## config.mk

```make
export PLATFORM = sky130hd
export DESIGN_NAME = fraction_gcd_reducer
export DESIGN_NICKNAME = d
export VERILOG_FILES = /design/src/hw/rtl/fgr_pkg.sv /design/src/hw/rtl/fgr_divider.sv /design/src/hw/rtl/fraction_gcd_reducer.sv
export SDC_FILE = /design/constraint.sdc
export NUM_CORES = 1
export LEC_CHECK = 0
export BUFFER_PORTS_ARGS = -buffer_cell sky130_fd_sc_hd__buf_2
export CORE_MARGIN = 8
export CORE_UTILIZATION = 50
export DETAILED_ROUTE_END_ITERATION = 12
export GPL_TIMING_DRIVEN = 0
export HOLD_SLACK_MARGIN = 0.08
export PLACE_DENSITY = 0.7
export REMOVE_ABC_BUFFERS = 1
export SLEW_MARGIN = 20
export SYNTH_ARGS = -nofsm -noshare
export SYNTH_HDL_FRONTEND = slang
export SYNTH_HIERARCHICAL = 1
export SYNTH_SLANG_ARGS = --single-unit
```

## constraint.sdc

```tcl
create_clock -name clk -period 6.85 [get_ports clk]
set_input_delay 1.7125 -clock clk [delete_from_list [all_inputs] [get_ports clk]]
set_output_delay 1.7125 -clock clk [all_outputs]
set_load 0.1 [all_outputs]
```

## src/hw/rtl/fgr_pkg.sv

```systemverilog
// Shared constants and types of the fraction reducer.
`default_nettype none

package fgr_pkg;

    // Default width of the numerator and denominator inputs.
    localparam int DEFAULT_VALUE_WIDTH = 16;

    // Fixed width of the reduced numerator and denominator outputs.
    localparam int OUT_WIDTH = 16;

    // Sequencer states, one-hot.
    typedef enum logic [3:0] {
        S_IDLE = 4'b0001,
        S_GCD  = 4'b0010,
        S_DIVN = 4'b0100,
        S_DIVD = 4'b1000
    } state_t;

endpackage

`default_nettype wire

```

## src/hw/rtl/fgr_divider.sv

```systemverilog
// Serial restoring divider that gives one quotient bit per cycle.
`default_nettype none

module fgr_divider
    import fgr_pkg::*;
#(
    parameter int VALUE_WIDTH = DEFAULT_VALUE_WIDTH
)
(
    input  wire logic                   clk,
    input  wire logic                   rst_n,
    input  wire logic                   start,
    input  wire logic [VALUE_WIDTH-1:0] dividend,
    input  wire logic [VALUE_WIDTH-1:0] divisor,
    output logic                        done,
    output logic [VALUE_WIDTH-1:0]      quotient,
    output logic [VALUE_WIDTH-1:0]      remainder
);

    localparam int CW = $clog2(VALUE_WIDTH + 1);

    logic                   busy_reg, busy_next;
    logic                   done_reg, done_next;
    logic [CW-1:0]          cnt_reg, cnt_next;
    logic [VALUE_WIDTH-1:0] quot_reg, quot_next;
    logic [VALUE_WIDTH-1:0] rem_reg, rem_next;
    logic [VALUE_WIDTH-1:0] dsr_reg, dsr_next;

    logic [VALUE_WIDTH:0]   trial;
    logic [VALUE_WIDTH:0]   diff;
    logic                   ge;

    // One restoring step: bring down the next dividend bit and try a subtract.
    assign trial = {rem_reg, quot_reg[VALUE_WIDTH-1]};
    assign diff  = trial - {1'b0, dsr_reg};
    assign ge    = (trial >= {1'b0, dsr_reg});

    always_comb
    begin
        busy_next = busy_reg;
        done_next = 1'b0;
        cnt_next  = cnt_reg;
        quot_next = quot_reg;
        rem_next  = rem_reg;
        dsr_next  = dsr_reg;
        if (start)
        begin
            busy_next = 1'b1;
            cnt_next  = CW'(VALUE_WIDTH);
            quot_next = dividend;
            rem_next  = '0;
            dsr_next  = divisor;
        end
        else if (busy_reg)
        begin
            rem_next  = ge ? diff[VALUE_WIDTH-1:0] : trial[VALUE_WIDTH-1:0];
            quot_next = {quot_reg[VALUE_WIDTH-2:0], ge};
            cnt_next  = cnt_reg - CW'(1);
            if (cnt_reg == CW'(1))
            begin
                busy_next = 1'b0;
                done_next = 1'b1;
            end
        end
    end

    always_ff @(posedge clk or negedge rst_n)
    begin
        if (!rst_n)
        begin
            busy_reg <= 1'b0;
            done_reg <= 1'b0;
            cnt_reg  <= '0;
        end
        else
        begin
            busy_reg <= busy_next;
            done_reg <= done_next;
            cnt_reg  <= cnt_next;
        end
    end

    always_ff @(posedge clk)
    begin
        quot_reg <= quot_next;
        rem_reg  <= rem_next;
        dsr_reg  <= dsr_next;
    end

    assign done      = done_reg;
    assign quotient  = quot_reg;
    assign remainder = rem_reg;

endmodule

`default_nettype wire

```

## src/hw/rtl/fraction_gcd_reducer.sv

```systemverilog
// Top level of the fraction reducer: Euclid sequencer around a shared serial divider.
//
//   Channel   Ports                                        Handshake
//   -------   ------------------------------------------   ----------------------------
//   input     numerator, denominator                       start high while busy is low
//   result    reduced_numerator, reduced_denominator,      done high for one cycle
//             scaling_active, invalid_input
//
// A valid item takes S + 2 divisions, where S is the number of Euclid remainder steps
// (at most 23 at 16 bits); each division runs one quotient bit per cycle on the single
// shared divider, so that divider sets the rate, and a new item waits until busy is low.
// An item with a zero input gives its result in the next cycle and never uses the divider.
// Reset is asynchronous and active low; it returns the sequencer to idle.
// The receiver cannot stall: done marks the result for exactly one cycle.
`default_nettype none

module fraction_gcd_reducer
    import fgr_pkg::*;
#(
    parameter int VALUE_WIDTH = DEFAULT_VALUE_WIDTH
)
(
    input  wire logic                   clk,
    input  wire logic                   rst_n,
    input  wire logic                   start,
    output logic                        busy,
    input  wire logic [VALUE_WIDTH-1:0] numerator,
    input  wire logic [VALUE_WIDTH-1:0] denominator,
    output logic                        done,
    output logic [OUT_WIDTH-1:0]        reduced_numerator,
    output logic [OUT_WIDTH-1:0]        reduced_denominator,
    output logic                        scaling_active,
    output logic                        invalid_input
);

    localparam int EW = OUT_WIDTH + VALUE_WIDTH;

    state_t                 state_reg, state_next;
    logic                   launch_reg, launch_next;
    logic                   done_reg, done_next;

    // Working values: x and y hold the Euclid pair; x holds the divisor at the end.
    logic [VALUE_WIDTH-1:0] x_reg, x_next;
    logic [VALUE_WIDTH-1:0] y_reg, y_next;
    logic [VALUE_WIDTH-1:0] n_reg, n_next;
    logic [VALUE_WIDTH-1:0] d_reg, d_next;
    logic [VALUE_WIDTH-1:0] qn_reg, qn_next;

    logic [OUT_WIDTH-1:0]   rn_reg, rn_next;
    logic [OUT_WIDTH-1:0]   rd_reg, rd_next;
    logic                   scale_reg, scale_next;
    logic                   inval_reg, inval_next;

    logic [VALUE_WIDTH-1:0] div_dividend;
    logic [VALUE_WIDTH-1:0] div_divisor;
    logic                   div_done;
    logic [VALUE_WIDTH-1:0] div_quot;
    logic [VALUE_WIDTH-1:0] div_rem;

    logic [EW-1:0]          qn_ext;
    logic [EW-1:0]          qd_ext;

    // The one divider serves the Euclid steps and both final divisions.
    fgr_divider #(
        .VALUE_WIDTH (VALUE_WIDTH)
    ) u_divider (
        .clk       (clk),
        .rst_n     (rst_n),
        .start     (launch_reg),
        .dividend  (div_dividend),
        .divisor   (div_divisor),
        .done      (div_done),
        .quotient  (div_quot),
        .remainder (div_rem)
    );

    // Operand selection follows the phase of the sequencer.
    always_comb
    begin
        unique case (state_reg)
            S_GCD:
            begin
                div_dividend = x_reg;
                div_divisor  = y_reg;
            end
            S_DIVN:
            begin
                div_dividend = n_reg;
                div_divisor  = x_reg;
            end
            S_DIVD:
            begin
                div_dividend = d_reg;
                div_divisor  = x_reg;
            end
            default:
            begin
                div_dividend = x_reg;
                div_divisor  = y_reg;
            end
        endcase
    end

    // The outputs are a fixed width; the quotients are cut or widened to fit.
    assign qn_ext = {{OUT_WIDTH{1'b0}}, qn_reg};
    assign qd_ext = {{OUT_WIDTH{1'b0}}, div_quot};

    always_comb
    begin
        state_next  = state_reg;
        launch_next = 1'b0;
        done_next   = 1'b0;
        x_next      = x_reg;
        y_next      = y_reg;
        n_next      = n_reg;
        d_next      = d_reg;
        qn_next     = qn_reg;
        rn_next     = rn_reg;
        rd_next     = rd_reg;
        scale_next  = scale_reg;
        inval_next  = inval_reg;
        unique case (state_reg)
            S_IDLE:
            begin
                if (start)
                begin
                    if (numerator == '0 || denominator == '0)
                    begin
                        // A zero operand makes the pair invalid: answer 1/1 at once.
                        rn_next    = OUT_WIDTH'(1);
                        rd_next    = OUT_WIDTH'(1);
                        scale_next = 1'b0;
                        inval_next = 1'b1;
                        done_next  = 1'b1;
                    end
                    else
                    begin
                        x_next      = numerator;
                        y_next      = denominator;
                        n_next      = numerator;
                        d_next      = denominator;
                        launch_next = 1'b1;
                        state_next  = S_GCD;
                    end
                end
            end
            S_GCD:
            begin
                if (div_done)
                begin
                    // Euclid step: (x, y) becomes (y, x mod y).
                    x_next      = y_reg;
                    y_next      = div_rem;
                    launch_next = 1'b1;
                    if (div_rem == '0)
                    begin
                        state_next = S_DIVN;
                    end
                end
            end
            S_DIVN:
            begin
                if (div_done)
                begin
                    qn_next     = div_quot;
                    launch_next = 1'b1;
                    state_next  = S_DIVD;
                end
            end
            S_DIVD:
            begin
                if (div_done)
                begin
                    rn_next    = qn_ext[OUT_WIDTH-1:0];
                    rd_next    = qd_ext[OUT_WIDTH-1:0];
                    scale_next = (qn_reg != VALUE_WIDTH'(1)) || (div_quot != VALUE_WIDTH'(1));
                    inval_next = 1'b0;
                    done_next  = 1'b1;
                    state_next = S_IDLE;
                end
            end
            default:
            begin
                state_next = S_IDLE;
            end
        endcase
    end

    always_ff @(posedge clk or negedge rst_n)
    begin
        if (!rst_n)
        begin
            state_reg  <= S_IDLE;
            launch_reg <= 1'b0;
            done_reg   <= 1'b0;
        end
        else
        begin
            state_reg  <= state_next;
            launch_reg <= launch_next;
            done_reg   <= done_next;
        end
    end

    always_ff @(posedge clk)
    begin
        x_reg     <= x_next;
        y_reg     <= y_next;
        n_reg     <= n_next;
        d_reg     <= d_next;
        qn_reg    <= qn_next;
        rn_reg    <= rn_next;
        rd_reg    <= rd_next;
        scale_reg <= scale_next;
        inval_reg <= inval_next;
    end

    assign busy                = (state_reg != S_IDLE);
    assign done                = done_reg;
    assign reduced_numerator   = rn_reg;
    assign reduced_denominator = rd_reg;
    assign scaling_active      = scale_reg;
    assign invalid_input       = inval_reg;

    // An accepted item either answers at once (invalid) or keeps the block busy.
    a_accept_progress: assert property (@(posedge clk) disable iff (!rst_n)
        start && !busy |=> busy || done)
        else $error("accepted item neither started nor answered");

    // An invalid result is always 1/1 with scaling off.
    a_invalid_unity: assert property (@(posedge clk) disable iff (!rst_n)
        done && invalid_input |-> reduced_numerator == OUT_WIDTH'(1)
            && reduced_denominator == OUT_WIDTH'(1) && !scaling_active)
        else $error("invalid result is not 1/1");

    // The divider only finishes while the sequencer is waiting for it.
    a_div_done_busy: assert property (@(posedge clk) disable iff (!rst_n)
        div_done |-> busy)
        else $error("divider finished while idle");

endmodule

`default_nettype wire

```

Word-level counts from Yosys, hierarchy flattened:

Index checks and enable logic that the tools add are counted.

* register bits: 175
* bits in latches: 0
* RAM bits: 0
* bits in read-only memories: 0
* bits of input ports: 35
* output and inout port bits: 36
* logic and storage cells: 101
* memories: 0

* add/subtract/negate cells: 2
* $mul: 0
* divide/modulo/power cells: 0
* order comparisons: 1
* eq/ne operators: 15
* shift-type cells: 0
* multiplexer cells: 49
* bitwise gates (word level): 1
* reductions and logical operators: 15

Operators with widths (count)
* $mux W16: 14
* $pmux W16 S2: 5
* $logic_not A16 Y1: 3
* $ne A16 B1 Y1 const B: 2
* $mux W4: 6
* $ge A17 B16 Y1: 1
* $mux W1: 17
* $pmux W4 S4: 1
* $sub A16 B16 Y16: 1
* $mux W5: 2
* $ne A2 B2 Y1 const B: 4
* $pmux W1 S2: 4
* $reduce_and A4 Y1: 2
* $ne A2 B1 Y1 const B: 3
* $reduce_and A6 Y1: 1
* $reduce_bool A2 Y1: 3
* $eq A5 B1 Y1 const B: 1
* $sub A5 B1 Y5 const B: 1
* $eq A4 B1 Y1 const B: 1
* $eq A4 B2 Y1 const B: 1
* $eq A4 B3 Y1 const B: 1
* $eq A4 B4 Y1 const B: 1
* $ne A4 B1 Y1 const B: 1
* $reduce_or A2 Y1: 2
* other kinds (4): 5

Logic depth before layout (Yosys ltp):

* depth in word-level cells: 5
* depth in mapped cells: 10
* depth with buffers taken out: 9

Modules after synthesis:

Netlist, hierarchy kept.

Modules (own cells, without submodules)
* fraction_gcd_reducer: instances 1, cells an instance 323, area each 5017.3 um^2, seq. area each 3574.7 um^2
* fgr_divider: instances 1, cells an instance 294, area each 3138.0 um^2, seq. area each 1456.4 um^2

Least setup slack after synthesis:

Ideal clock, no wire load.

* path type: in2reg
* start point: input numerator[1]
* end point: register d_reg[0], enable pin
* setup time: 424 ps
* data arrival time: 3381 ps
* data required time: 6426 ps
* setup slack: 3045 ps
* stages on the path: 4
* path buffers: 0
* cell sequence: nor4_1 > nand4_1 > nand2_1 > nor2_1

* word-level cells in the longest chain between the ends: 4

Ends and longest elaborated chain
* from (decl): RTL line fraction_gcd_reducer.sv:27 `input wire logic [VALUE_WIDTH-1:0] numerator,`
* $logic_not A16 Y1: RTL line fraction_gcd_reducer.sv:127 `if (numerator == '0 || denominator == '0)`
* $logic_or A1 B1 Y1: RTL line fraction_gcd_reducer.sv:127
* $not A1 Y1 (no source line)
* $reduce_and A3 Y1 (no source line)
* to (signal assigned): RTL line fraction_gcd_reducer.sv:210 `d_reg <= d_next;`
* to (decl): RTL line fraction_gcd_reducer.sv:46 `logic [VALUE_WIDTH-1:0] d_reg, d_next;`

No other way between the ends.
A chain may end at the register's enable or synchronous reset.

Worst setup path after layout:

* start point: register state_reg[0]
* end point: output busy

* word-level cells in the longest chain between the ends: 1

Ends and longest elaborated chain
* from (decl): RTL line fraction_gcd_reducer.sv:38 `state_t state_reg, state_next;`
* from (signal assigned): RTL line fraction_gcd_reducer.sv:199 `state_reg <= state_next;`
* $ne A4 B1 Y1: RTL line fraction_gcd_reducer.sv:218 `assign busy = (state_reg != S_IDLE);`
* to (decl): RTL line fraction_gcd_reducer.sv:26 `output logic busy,`

No other way between the ends.

==> qor.txt <==
outcome: finished, final reports clean
Synth area leader: edfxtp_1
Synth Register Bits: 175
slowest CP cell: nor4b_1
via count: 5108
Peak supply drop: 209 uV
Commonest cells post-synth: 146 x edfxtp_1, 62 x mux2_2, 49 x nand2_1
Clock Pin Slew Worst Setup and Hold Paths: 0.07 ns
routed length per placed instance: 18.2 um
Root Driver: clkbuf_16
synth top area cells: edfxtp_1 54%, mux2_2 8.6%, dfxtp_1 3.9%
worst-path cell chain: nor4b_1 -> inv_1 -> buf_2
P_leak: 3.48 nW
initial DRC count: 314
hpwl dp: 12.0 mm
gr ovfl total: 0
Initial Util: 51.2%
Crit Path Category: flop to output port
all-layer global routing usage: 16.9%
Post-CTS Setup Bufs: 0
Final Hold Vio Count: 0
Worst-Margin Slew: 1.04 ns
first drt pass iteration count: 7
post-synthesis cell count: 617
Residual DRC: 0
yosys warns: 6
Fillers: 1262
Metal-1 WL: 6.91 mm
post-synth cell types: 71
mapped cell area: 0.00816 sq mm
number of global-route vias before repair: 5170
fin. max-slew vios: 0
average size of a mapped cell: 13.2 sq um
die width: 144 um
Setup Total Neg Slack: 0 ns
Crit path max-delay family: simple AND/OR/NAND/NOR gates
total CTS buffers: 17
fmax: 251 MHz
cts hold-fix bufs: 0
CP max stage delay: 0.72 ns
TritonCTS clock tree: yes
EDFF count, synth: 146
global-route wire length before repair: 26.6 mm
fraction of the yosys area taken by sequential cells: 61.7%
Syn-to-layout area delta: 14.8%
CP endpoint kind: output port
Yosys top cell area share: 53.8%
post_cts resized: 0
latest clock arrival within the worst-skew pair: 0.43 ns
crit path max fanout: 8
antenna cells: 0
Top FF cell, synth: edfxtp_1
die area: 0.0207 sq mm
post-route cell area: 0.00936 sq mm
relative slew slack: 30.4%
CTS H-tree lvls: 4
DR vias/cell: 5.59
Placement Rows: 46
Chip Height: 144 um
Antenna Nets Post-Route: 0
post-layout min period: 3.98 ns
# port buffers: 70
core box area: 0.0159 sq mm
met3 WL post-DR: 829 um
Post-DP Area: 0.00878 sq mm
Max Root-Sink Buffers: 2
Total Wirelength: 16.6 mm
Final Cycle Share: 58.1%
Buf/Inv on CP: 2
largest net degree at the start of global routing: 64
hold crit path type: flop to flop
top-count cell post-synth: edfxtp_1
routed wl met2: 8.49 mm
DR top layer: met4
RSZ-0062 raised after global routing: false
Critical Path RT: 5.14 ns
Cell Pwr Density: 462 mW/mm^2
gp weighted congestion: 0.885
CP Launch Type: flop
initial antenna violation count: 0
CTS sink count: 175
nets: 738
async set-or-reset flop fraction in the synthesized netlist: 7.43%
Clock Skew: 0.0108 ns
ratio of cells with drive above 1 in the final layout: 27.1%
Max-Cap Viols: 0
Ports: 71
Setup-failing EPs final: 0
Arrival @ worst endpoint: 2.27 ns
-- cell families after synthesis --
group | after synthesis | synth area share [%]
muxes | 73 | 9.96
DFF | 175 | 61.7
and+or+nand+nor | 189 | 12.5
buffers and inverters | 54 | 2.91
adders and majority gates | 19 | 3.01
xor gates and xnor gates | 15 | 1.61
AOI/OAI and AO/OA | 92 | 8.32
-- cells in the final DEF, fill, tap and decap left out, drive strengths merged, types with 8 or more instances in the layout --
master / count
nor2: 31
nand2: 49
dfxtp: 16
and2: 34
a21oi: 12
mux2: 65
ha: 18
edfxtp: 146
nor4: 18
nand2b: 8
o21ai: 15
dfrtp: 12
nor3: 9
a22oi: 16
xnor2: 10
buf: 76
clkbuf: 18
inv: 31
a211oi: 12
mux2i: 8
-- through the flow --
step	worst slack [ns]	cells	util, %	hold slack (ns)	power (mW)
floorplan	3.05	589	-	0.451	2.93
global placement	1.82	875	54.2	0.488	3.27
detailed placement	2.73	881	55.0	0.491	3.38
CTS	2.85	913	58.7	0.506	4.34
global route	2.73	913	58.7	0.527	4.58
finish	2.87	913	58.7	0.504	4.32
-- layout make-up --
cell class / instances / area [sq um] / share of cell area, %
tap: 216 / 270 / 2.89
clock buffer: 18 / 429 / 4.58
inverter: 26 / 97.6 / 1.04
sequential: 175 / 5040 / 53.8
timing repair buffer: 76 / 450 / 4.81
multi-input combinational: 388 / 2920 / 31.2
clock inverter: 14 / 156 / 1.67
-- metal layers --
layer / global-route usage, % / vias up
met2: 29.7 / 138
met4: 7.75 / 0
met3: 3.22 / 25
met1: 19.5 / 2486
met5: 0 / -
li1: - / 2459
-- power breakdown --
group          switching (mW)  internal (mW)  leakage, nW
Sequential              0.301           1.58         1.65
Clock                   0.417          0.544        0.281
Combinational           0.796          0.679         1.55
-- worst paths after layout --
check                                                          from                                  end  slack, ns  cells after the start
worst max-delay path                       state_reg[0]$_DFFE_PN1P_                                 busy       2.87                      3
worst min-delay path                u_divider/quotient[4]$_DFFE_PP_                  qn_reg[4]$_DFFE_PP_       0.50                      0
worst max register to register  u_divider/remainder[7]$_SDFFE_PP0P_  u_divider/remainder[1]$_SDFFE_PP0P_       3.82                      7
worst min register to register      u_divider/quotient[4]$_DFFE_PP_                  qn_reg[4]$_DFFE_PP_       0.50                      0
max in group asynchronous                                     rst_n             state_reg[0]$_DFFE_PN1P_       5.40                      1
min in group asynchronous                                     rst_n             state_reg[1]$_DFFE_PN0P_       1.17                      1
Note: power is estimated with default switching activity, not from simulation.
